$ cat config.mk
export PLATFORM = sky130hd
export DESIGN_NAME = hrgp_ram
export DESIGN_NICKNAME = d
export VERILOG_FILES = /design/src/design/hrgp_pkg.sv /design/src/design/hrgp_ram.sv
export SDC_FILE = /design/constraint.sdc
export NUM_CORES = 2
export LEC_CHECK = 0
export BUFFER_PORTS_ARGS = -buffer_cell sky130_fd_sc_hd__buf_2
export CAP_MARGIN = 20
export CORE_MARGIN = 5
export CORE_UTILIZATION = 30
export CTS_CLUSTER_SIZE = 12
export DETAILED_ROUTE_END_ITERATION = 16
export GPL_TIMING_DRIVEN = 1
export PLACE_DENSITY = 0.42
export SKIP_CTS_REPAIR_TIMING = 1
export SYNTH_ARGS = -nofsm -noshare
export SYNTH_HDL_FRONTEND = slang
export SYNTH_SLANG_ARGS = --single-unit
$ cat constraint.sdc
create_clock -name clk -period 3.3 [get_ports clk]
set_input_delay 0.66 -clock clk [delete_from_list [all_inputs] [get_ports clk]]
set_output_delay 0.66 -clock clk [all_outputs]
set_load 0.01 [all_outputs]
$ cat src/design/hrgp_pkg.sv
// shared types and constants for the hsv/rgb to pwm duty converter
`timescale 1ns / 1ps
`default_nettype none

package hrgp_pkg;

  // command codes carried in tuser
  typedef enum logic [1:0] {
    CMD_WRITE = 2'd0,
    CMD_RGB   = 2'd1,
    CMD_HSV   = 2'd2
  } cmd_t;

  localparam int LEVEL_W     = 8;
  localparam int OUT_W       = 11;
  localparam int VALUE_W     = 11;
  localparam int TABLE_DEPTH = 256;
  localparam int ADDR_W      = $clog2(TABLE_DEPTH);
  localparam int CHANNELS    = 3;

  // stages inside the hsv arithmetic pipe, input register included
  localparam int HSV_STAGES  = 6;

  localparam logic [LEVEL_W-1:0] FULL        = 8'd255;
  localparam logic [15:0]        FULL_SQ     = 16'd65025;
  localparam logic [2:0]         LAST_SECTOR = 3'd5;
  // 2^24 / 65025 rounded down, quotient estimate is exact or one low
  localparam logic [8:0]         RECIP_SQ    = 9'd258;

  // one accepted input word
  typedef struct packed {
    cmd_t                 cmd;
    logic [LEVEL_W-1:0]   c0;
    logic [LEVEL_W-1:0]   c1;
    logic [LEVEL_W-1:0]   c2;
    logic [ADDR_W-1:0]    idx;
    logic [VALUE_W-1:0]   val;
  } item_t;

  // table access request leaving the arithmetic pipe
  typedef struct packed {
    cmd_t                               cmd;
    logic [CHANNELS-1:0][LEVEL_W-1:0]   lvl;
    logic [ADDR_W-1:0]                  idx;
    logic [VALUE_W-1:0]                 val;
  } req_t;

endpackage

`default_nettype wire

$ cat src/design/hrgp_ram.sv
// one copy of the brightness table, one write port and one registered read port
`timescale 1ns / 1ps
`default_nettype none

module hrgp_ram #(
  parameter int DATA_W = 11
) (
  input  wire logic                          clk,
  input  wire logic                          we,
  input  wire logic [hrgp_pkg::ADDR_W-1:0]   waddr,
  input  wire logic [DATA_W-1:0]             wdata,
  input  wire logic                          re,
  input  wire logic [hrgp_pkg::ADDR_W-1:0]   raddr,
  output logic      [DATA_W-1:0]             rdata
);

  logic [DATA_W-1:0] mem [hrgp_pkg::TABLE_DEPTH];

  // write port
  always_ff @(posedge clk) begin
    if (we) begin
      mem[waddr] <= wdata;
    end
  end

  // read port, data held while re is low
  always_ff @(posedge clk) begin
    if (re) begin
      rdata <= mem[raddr];
    end
  end

endmodule

`default_nettype wire

==> flow_summary.yaml <==
global_routing:
  grt_usage_pct: 17.6
  antenna_found_initial: 36
  grt-ovfl-total: 0
  grt_max_degree: 109
  grt_pass1_wl_um: 468000
  grt_pass1_vias: 57700
yosys:
  yosys-mux-area-fraction_pct: 14.8
  yosysUniqueCellTypes: 57
  synth_compound_area_share_pct: 3.37
  synth_xor_area_share_pct: 0
  synth_area_sq_mm: 0.109
  synth_fp_nets: 5029
  synth_top_area_share_pct: 78.0
  synth-main-ff-cell: "edfxtp_1"
  synthSimpleGateAreaFrac_pct: 2.12
  synthCells: 4999
  ys_warn_count: 0
  synth.avg_cell_area_sq_um: 21.8
  synth_top_family_by_area: "multiplexers"
  synth-seq-cells: 2827
  yosys.area.top_type: "edfxtp_1"
  async_flop_share_pct: 0
  synth_seq_area_share_pct: 78.0
  synthAdderAreaFrac_pct: 0
  synth_edf_count: 2827
  synthTopCellsByArea: "edfxtp_1, mux4_2, mux2i_1"
cts:
  clock_path_buffers: 4
  clk_latency_ps: 910
  cts-htree-levels: 5
  clockRootBuffer: "clkbuf_16"
  cts.clk_slew.worst_paths_ps: 60
  cts_buffers: 313
  cts_num_sinks: 2827
  cts_tree: "built"
outcome:
  outcome: "finished, final reports clean"
timing:
  min_period_ps: 3160
  maxSlewHeadroom_pct: 33.2
  worst_slack_ps: 135
  fmax_mhz: 316
  setup_viol_count_final: 0
  grt_setup_unrepaired: "no"
  skew_ps: 37.6
  drv_slew: 0
  finalCritPeriodShare_pct: 95.9
  hold_viol_final: 0
  worst-slew-pin-transition_ps: 994
pwr:
  leakage_nw: 42.2
  power_density_mw_per_mm2: 587
  ir_drop_mv: 0.379
critical_path:
  critPathLaunch: "raddr[0]"
  crit_path_start_kind: "primary input"
  worstSetupPathType: "in2reg"
  endpoint_kind: "flip-flop"
  rr_endpoint: "rdata[4]"
  worst-path-max-fanout: 18
  cp_data_required_time_ps: 3930
  worstPathArrival_ps: 3800
  endpoint: "rdata[2]"
  r2r.worst_path.cells: 8
  reg2reg_setup_slack_ps: 310
  regToRegStartpoint: "mem[187][4]"
floorplan:
  die_y_um: 612
  fp.dieW_um: 612
  io-pin-count: 41
  start_util_pct: 30.1
  dieArea_sq_mm: 0.375
  fp-row-count: 221
  core_area_sq_mm: 0.362
placed_design:
  dp_hpwl_um: 222000
  gp_congestion: 0.802
  portBuffers: 40
  preCtsSetupSlack_ps: -832
cells_and_area:
  nNetsFinal: 5994
  layout_commonest_cell: "edfxtp_1"
  drive_gt1_share_pct: 32.6
  fillers: 33100
  final_cell_mix: "edfxtp_1, buf_4, mux4_2, clkbuf_16, nor2_1"
  fin_util_pct: 36.4
  areaGrowthSynthToFinish_pct: 21.0
detailed_routing:
  post-route-drc-count: 0
  wl_per_cell_um: 30.5
  routed_wl_um: 336000
  drtIter0Drc: 5155
  first_pass_iters: 5
  antenna_left: 0
  viasPerCell: 5.03
  vias: 55300
hold_path:
  min_path_type: "in2reg"
flow_run:
  cap_violations: 0
[how the worst min path moves through the flow]
stage,from,to,slack (ps),cells past startpoint
floorplan,wdata[0],mem[0][0],760,0
global placement,wdata[7],mem[224][7],1080,1
detailed placement,wdata[7],mem[224][7],1060,1
CTS,wdata[7],mem[224][7],70,1
global route,wdata[7],mem[224][7],90,1
finish,wdata[7],mem[224][7],150,1
[layout make-up]
cell class / count / area, sq um / area share, %
Inverter: 5 / 18.8 / 0.0143
Timing Repair Buffer: 953 / 9020 / 6.85
Multi-Input combinational cell: 1864 / 22300 / 16.9
Clock buffer: 381 / 8240 / 6.25
Tap cell: 4794 / 6000 / 4.55
Clock inverter: 166 / 1230 / 0.938
Sequential cell: 2827 / 84900 / 64.5
Antenna cell: 7 / 17.5 / 0.0133
[report_power, final]
part | leakage [nW] | internal, mW | switching [mW]
Clock | 4.66 | 18.8 | 14.3
Sequential | 25.4 | 39.6 | 0.0435
Combinational | 12.2 | 1.74 | 2.81
[kinds of logic (layout without fill, tap and decap cells)]
logic type | after synthesis | count (layout)
AOI/OAI and AO/OA | 503 | 503
buffers and inverters | 308 | 1505
DFF | 2827 | 2827
muxes | 845 | 845
other | 0 | 7
and+or+nand+nor | 516 | 516
[synth_stat cells, types with 36 or more instances]
master	instances
edfxtp_1	2827
mux4_2	614
nor2_1	291
mux2i_1	229
clkbuf_1	139
a22oi_1	125
o22ai_1	84
a21oi_1	76
buf_2	53
buf_6	53
nand2_1	52
o221ai_1	47
nand3_1	40
nor3_1	39
a22o_1	36
[state kept, by name (all words and copies together), names as in the netlist]
register,count
rdata,11
mem,2816
[per-layer routing]
| layer | GRT usage, % | vias up | share of wire (%) |
|---|---|---|---|
| li1 | - | 23200 | - |
| met1 | 24.9 | 30300 | 45 |
| met2 | 29.0 | 1441 | 49 |
| met3 | 2.57 | 359 | 4.9 |
| met4 | 3.60 | 2 | 2.0 |
| met5 | 0 | - | 0.0036 |
[through the flow]
stage	hold WS (ps)	instance area, sq um	cells	power, mW	TNS (ps)
2_1_floorplan	759	109000	4999	42.3	0
3_3_place_gp	1080	122000	10400	45.0	-9150
3_5_place_dp	1060	122000	10400	45.0	-6750
4_1_cts	71.8	132000	11000	78.3	0
5_1_grt	92.5	132000	11000	79.9	0
6_report	151	132000	11000	77.2	0
[critical path, cell delays in order]
cell	delay, ps
buf_12	170
buf_12	200
buf_12	210
buf_4	190
mux4_2	500
a22oi_1	350
a21boi_0	400
nor4_2	760
buf_4	220
nor4_1	50
No activity file was read; power rests on OpenSTA's default activity.
