`config.mk`:
```
export PLATFORM = sky130hd
export DESIGN_NAME = hrgp_hsv
export DESIGN_NICKNAME = d
export VERILOG_FILES = /design/src/design/hrgp_pkg.sv /design/src/design/hrgp_hsv.sv
export SDC_FILE = /design/constraint.sdc
export NUM_CORES = 2
export LEC_CHECK = 0
export BUFFER_PORTS_ARGS = -buffer_cell sky130_fd_sc_hd__buf_2
export CAP_MARGIN = 15
export CORE_MARGIN = 8
export CORE_UTILIZATION = 25
export CTS_CLUSTER_SIZE = 20
export DETAILED_ROUTE_END_ITERATION = 12
export PLACE_DENSITY = 0.47
export SYNTH_ARGS = -nofsm -noshare
export SYNTH_HDL_FRONTEND = slang
export SYNTH_SLANG_ARGS = --single-unit
```
`constraint.sdc`:
```
create_clock -name clk -period 18.1 [get_ports clk]
set_input_delay 1.81 -clock clk [delete_from_list [all_inputs] [get_ports clk]]
set_output_delay 1.81 -clock clk [all_outputs]
set_load 0.03 [all_outputs]
```
`src/design/hrgp_pkg.sv`:
```
// shared types and constants for the hsv/rgb to pwm duty converter
`timescale 1ns / 1ps
`default_nettype none

package hrgp_pkg;

  // command codes carried in tuser
  typedef enum logic [1:0] {
    CMD_WRITE = 2'd0,
    CMD_RGB   = 2'd1,
    CMD_HSV   = 2'd2
  } cmd_t;

  localparam int LEVEL_W     = 8;
  localparam int OUT_W       = 11;
  localparam int VALUE_W     = 11;
  localparam int TABLE_DEPTH = 256;
  localparam int ADDR_W      = $clog2(TABLE_DEPTH);
  localparam int CHANNELS    = 3;

  // stages inside the hsv arithmetic pipe, input register included
  localparam int HSV_STAGES  = 6;

  localparam logic [LEVEL_W-1:0] FULL        = 8'd255;
  localparam logic [15:0]        FULL_SQ     = 16'd65025;
  localparam logic [2:0]         LAST_SECTOR = 3'd5;
  // 2^24 / 65025 rounded down, quotient estimate is exact or one low
  localparam logic [8:0]         RECIP_SQ    = 9'd258;

  // one accepted input word
  typedef struct packed {
    cmd_t                 cmd;
    logic [LEVEL_W-1:0]   c0;
    logic [LEVEL_W-1:0]   c1;
    logic [LEVEL_W-1:0]   c2;
    logic [ADDR_W-1:0]    idx;
    logic [VALUE_W-1:0]   val;
  } item_t;

  // table access request leaving the arithmetic pipe
  typedef struct packed {
    cmd_t                               cmd;
    logic [CHANNELS-1:0][LEVEL_W-1:0]   lvl;
    logic [ADDR_W-1:0]                  idx;
    logic [VALUE_W-1:0]                 val;
  } req_t;

endpackage

`default_nettype wire

```
`src/design/hrgp_hsv.sv`:
```
// pipelined hsv to level arithmetic, passes rgb and table writes alongside
`timescale 1ns / 1ps
`default_nettype none

module hrgp_hsv (
  input  wire logic                                clk,
  input  wire logic [hrgp_pkg::HSV_STAGES-1:0]     en,
  input  wire hrgp_pkg::item_t                     in_item,
  output hrgp_pkg::req_t                           req
);

  typedef struct packed {
    hrgp_pkg::item_t item;
    logic [2:0]      sector;
    logic [7:0]      f;
    logic [15:0]     pprod;
  } st1_t;

  typedef struct packed {
    hrgp_pkg::item_t item;
    logic [2:0]      sector;
    logic [7:0]      p;
    logic [15:0]     sf;
    logic [15:0]     sg;
  } st2_t;

  typedef struct packed {
    hrgp_pkg::item_t item;
    logic [2:0]      sector;
    logic [7:0]      p;
    logic [23:0]     xq;
    logic [23:0]     xt;
  } st3_t;

  typedef struct packed {
    hrgp_pkg::item_t item;
    logic [2:0]      sector;
    logic [7:0]      p;
    logic [23:0]     xq;
    logic [23:0]     xt;
    logic [7:0]      eq;
    logic [7:0]      et;
  } st4_t;

  typedef struct packed {
    hrgp_pkg::item_t item;
    logic [2:0]      sector;
    logic [7:0]      p;
    logic [7:0]      q;
    logic [7:0]      t;
  } st5_t;

  hrgp_pkg::item_t r0;
  st1_t r1, r1_next;
  st2_t r2, r2_next;
  st3_t r3, r3_next;
  st4_t r4, r4_next;
  st5_t r5, r5_next;

  logic [10:0] h6;
  logic [10:0] hsum;
  logic [2:0]  sec_raw;
  logic [10:0] f_full;
  logic [16:0] psum;
  logic [31:0] mq;
  logic [31:0] mt;
  logic [23:0] bq;
  logic [23:0] bt;
  logic [23:0] rq;
  logic [23:0] rt;

  // sector and fraction: h*6 / 255 by add and shift, exact for every 8-bit h
  always_comb begin
    h6      = 11'({r0.c0, 2'b00}) + 11'({r0.c0, 1'b0});
    hsum    = h6 + 11'd1 + 11'(h6[10:8]);
    sec_raw = hsum[10:8];
    f_full  = h6 - 11'({sec_raw, 8'b0}) + 11'(sec_raw);
    r1_next.item   = r0;
    r1_next.sector = (sec_raw > hrgp_pkg::LAST_SECTOR) ? hrgp_pkg::LAST_SECTOR : sec_raw;
    r1_next.f      = f_full[7:0];
    r1_next.pprod  = 16'(r0.c2) * 16'(hrgp_pkg::FULL - r0.c1);
  end

  // p = v*(255-s)/255, and the two saturation products
  always_comb begin
    psum = 17'(r1.pprod) + 17'd1 + 17'(r1.pprod[15:8]);
    r2_next.item   = r1.item;
    r2_next.sector = r1.sector;
    r2_next.p      = psum[15:8];
    r2_next.sf     = 16'(r1.item.c1) * 16'(r1.f);
    r2_next.sg     = 16'(r1.item.c1) * 16'(hrgp_pkg::FULL - r1.f);
  end

  // numerators of q and t, both below 2^24
  always_comb begin
    r3_next.item   = r2.item;
    r3_next.sector = r2.sector;
    r3_next.p      = r2.p;
    r3_next.xq     = 24'(r2.item.c2) * 24'(hrgp_pkg::FULL_SQ - r2.sf);
    r3_next.xt     = 24'(r2.item.c2) * 24'(hrgp_pkg::FULL_SQ - r2.sg);
  end

  // reciprocal estimate of x / 65025
  always_comb begin
    mq = 32'(r3.xq) * 32'(hrgp_pkg::RECIP_SQ);
    mt = 32'(r3.xt) * 32'(hrgp_pkg::RECIP_SQ);
    r4_next.item   = r3.item;
    r4_next.sector = r3.sector;
    r4_next.p      = r3.p;
    r4_next.xq     = r3.xq;
    r4_next.xt     = r3.xt;
    r4_next.eq     = mq[31:24];
    r4_next.et     = mt[31:24];
  end

  // correct the estimate by one where the remainder is still a full divisor
  always_comb begin
    bq = 24'(r4.eq) * 24'(hrgp_pkg::FULL_SQ);
    bt = 24'(r4.et) * 24'(hrgp_pkg::FULL_SQ);
    rq = r4.xq - bq;
    rt = r4.xt - bt;
    r5_next.item   = r4.item;
    r5_next.sector = r4.sector;
    r5_next.p      = r4.p;
    r5_next.q      = r4.eq + 8'(rq >= 24'(hrgp_pkg::FULL_SQ));
    r5_next.t      = r4.et + 8'(rt >= 24'(hrgp_pkg::FULL_SQ));
  end

  // stage registers, each moves on its own enable
  always_ff @(posedge clk) begin
    if (en[0]) r0 <= in_item;
    if (en[1]) r1 <= r1_next;
    if (en[2]) r2 <= r2_next;
    if (en[3]) r3 <= r3_next;
    if (en[4]) r4 <= r4_next;
    if (en[5]) r5 <= r5_next;
  end

  // level selection; zero saturation already gives p = q = t = v
  always_comb begin
    req.cmd = r5.item.cmd;
    req.idx = r5.item.idx;
    req.val = r5.item.val;
    req.lvl = {r5.item.c2, r5.item.c1, r5.item.c0};
    if (r5.item.cmd == hrgp_pkg::CMD_HSV) begin
      case (r5.sector)
        3'd0:    req.lvl = {r5.p, r5.t, r5.item.c2};
        3'd1:    req.lvl = {r5.p, r5.item.c2, r5.q};
        3'd2:    req.lvl = {r5.t, r5.item.c2, r5.p};
        3'd3:    req.lvl = {r5.item.c2, r5.q, r5.p};
        3'd4:    req.lvl = {r5.item.c2, r5.p, r5.t};
        default: req.lvl = {r5.q, r5.p, r5.item.c2};
      endcase
    end
  end

endmodule

`default_nettype wire
```
==> reports/results.txt <==
Outcome: complete, no violations
EDFF count, synth: 501
Final WL: 85.9 mm
Synth Register Bits: 501
Clock Skew: 0.0247 ns
Layout Cells excl Fill: 5746
Gate Count Post-Synth: 3531
Post-synthesis xor/xnor area fraction: 0.0382
Crit end category: register
DIE AREA: 174000 um^2
Final TNS setup: 0 ns
Layout cells sized above 1: 0.0557
CTS sink cnt: 501
Die span in x: 417 um
Die Height: 417 um
Clk root buf: clkbuf_16
Minimum clock period: 6.28 ns
Drt pass-1 iters: 5
Mux contribution to synthesized area: 0.00424
Simple logic cell fraction of the synthesized area: 0.113
Core Area: 160000 um^2
Largest family of logic cells by synthesized area: adder cells
Syn nets: 4420
Crit path kind: register to register
Final nets: 4504
Largest net degree at the start of global routing: 73
# fillers: 16674
# H-tree levels: 2
Crit share post-route: 0.347
Crit-path cells: inv_1, ha_1, or3b_2, xor2_1, nand2_1, fa_1, inv_1, fa_1, inv_1, fa_1, inv_1, fa_1, ha_1, o21a_1, nor2_1, a211oi_1, o31ai_1, o21ai_1, a21o_1, a21oi_1, xnor2_1
Most frequently used flop master after synthesis: edfxtp_1
Num CTS Buffers: 55
Post-synthesis sequential area ratio: 0.375
Fin Hold WS: 0.398 ns
RD Place Congestion: 0.785
Placed cells: 5644
Startpoint Class: register
Async SR Flop Fraction: 0
RSZ-0062 raised after global routing: no
Hold Buf Count CTS: 0
Global-route wire length before repair: 139 mm
CTS tree: done
R2R Setup Slk: 11.82 ns
Post-CTS sizing: 0
Port Buffer Count: 96
GRT overflow: 0
Setup Buffers After CTS: 0
Hold Fails Final Rpt: 0
Synthesized cell area: 40100 um^2
Clk buf depth: 3
FF-to-FF End: r3[47]
Register clock-pin slew on the reported worst setup and hold paths: 0.06 ns
Worst skew pair latency: 0.64 ns
Post-DP HPWL: 65.5 mm
Drc violations: 0
Vias in the first global route: 25046
Setup violators final: 0
Wirelength per Cell: 14.9 um
Syn Area/Cell: 11.4 um^2
Global Route Usage Sum: 0.0980
Crit path to: r3[47]
Syn. warnings: 0
Peak Freq: 0.159 GHz
ANT nets after route: 0
Initial antenna violation count: 2
RR Startpoint: r2[17]
Rel. slew slack: 0.291
Post-synthesis compound-gate area fraction: 0.0665
Post-synthesis adder-cell area fraction: 0.332
Top-level I/O count: 97
Crit-path max cell delay: 0.56 ns
Vias after detailed routing: 24014
# Max-Cap Violations: 0
Ant diodes: 0
Critical Path AT: 6.65 ns
Vias per std cell: 4.18
Data required time at the worst endpoint: 18.47 ns
Yosys cell types: 72
DRT iter0 DRCs: 1153
Hold crit path type: register to register
Crit-path slowest cell: fa_1
Row Count: 147
Crit path launch: r2[17]
Area grow syn2layout: 11.4%
R2R depth: 21
Slew Viols, Final: 0
Initial core utilization: 0.251
Least-Margin Pin Slew: 1.06 ns
Crit-path max FO: 11
Final Util: 0.279
-- cell type report --
| cell class | count | area, um^2 | share of cell area |
|---|---|---|---|
| clock buffer | 65 | 1440 | 0.0321 |
| inverter | 651 | 2440 | 0.0547 |
| sequential | 501 | 15000 | 0.337 |
| timing repair buffer | 114 | 623 | 0.0139 |
| tap | 2086 | 2610 | 0.0584 |
| multi-input combinational | 2292 | 22200 | 0.497 |
| clock inverter | 37 | 329 | 0.00736 |
-- state kept, by name, summed over array words and instances, names as in the netlist --
| signal | count |
|---|---|
| r3 | 104 |
| r4 | 120 |
| r0 | 45 |
| req | 21 |
| r5 | 51 |
| r2 | 88 |
| r1 | 72 |
-- layer usage --
layer / GRT usage / share of wire / routed length, um / vias up
met1: 0.135 / 0.48 / 41500 / 11812
met5: 0 / 0.00012 / 10 / -
met2: 0.165 / 0.47 / 40400 / 266
met3: 0.00989 / 0.025 / 2110 / 96
li1: - / - / - / 11838
met4: 0.0239 / 0.022 / 1910 / 2
-- worst max-delay path: cells and delay by family (launching register included) --
kind	cells	cell delay (ns)
AO/OA/AOI/OAI	6	1.28
XOR/XNOR	2	0.53
adder cells (fa/ha/maj)	6	2.57
buffers and inverters	4	0.29
flip-flops	1	0.54
AND/OR/NAND/NOR	3	0.82
-- how the worst min path moves through the flow --
stage               startpoint  depth (start not counted)       to  slack [ns]
finish                 r4[116]                          0   r5[68]        0.40
global route            r4[90]                          0  req[15]        0.41
CTS                    r4[116]                          0   r5[68]        0.39
detailed placement       r0[2]                          0   r1[29]        0.40
global placement        r1[34]                          0   r2[50]        0.40
floorplan                r0[0]                          0   r1[27]        0.40
-- logic make-up after synthesis --
family,after synthesis
AND/OR/NAND/NOR,861
XOR/XNOR,175
AO/OA/AOI/OAI,402
multiplexers,17
adder cells (fa/ha/maj),837
buffers and inverters,738
flip-flops,501
-- synth_stat cells, types with 5 or more instances --
cell type,number,area share
clkbuf_1,62,0.0058
nand2_1,237,0.022
nand2b_1,89,0.014
o21ai_1,29,0.0036
and2_1,195,0.030
o2111ai_1,10,0.0022
xnor2_1,121,0.026
inv_1,651,0.061
ha_1,459,0.14
nor2b_1,114,0.018
nand3_1,36,0.0045
nor3b_1,5,0.00094
xor2_1,54,0.012
a21oi_1,84,0.010
a2111oi_0,6,0.0013
o21ai_0,72,0.0090
o211ai_1,8,0.0015
and3_1,20,0.0031
nor2_1,93,0.0087
o41a_1,5,0.0014
fa_1,378,0.19
buf_4,21,0.0039
a31oi_1,25,0.0039
o21a_1,17,0.0032
o31ai_1,5,0.00094
or3_1,9,0.0014
a211o_1,9,0.0020
edfxtp_1,501,0.38
nand3b_1,5,0.00094
a21o_1,44,0.0082
a211oi_1,28,0.0052
o21bai_1,10,0.0019
mux2i_1,17,0.0042
a21boi_1,10,0.0019
nand4_1,12,0.0019
nor3_1,29,0.0036
-- through the flow --
stage	area (um^2)	worst slack (ns)
finish	44700	11.82
global route	44700	11.30
floorplan	40100	12.36
detailed placement	42900	11.81
global placement	42900	11.88
CTS	44700	11.80
-- layout by cell type (no fill, tap or decap), drive strengths merged, types with 54 or more instances in the layout --
cell / instances
inv: 653
a21oi: 87
nand2b: 89
fa: 378
nor2: 93
xnor2: 121
o21ai: 101
and2: 196
nor2b: 115
edfxtp: 501
clkbuf: 65
xor2: 54
ha: 459
nand2: 237
buf: 114
Power is not shown: default switching activity piles up to over one toggle a cycle in this logic, so the estimate is an artifact.
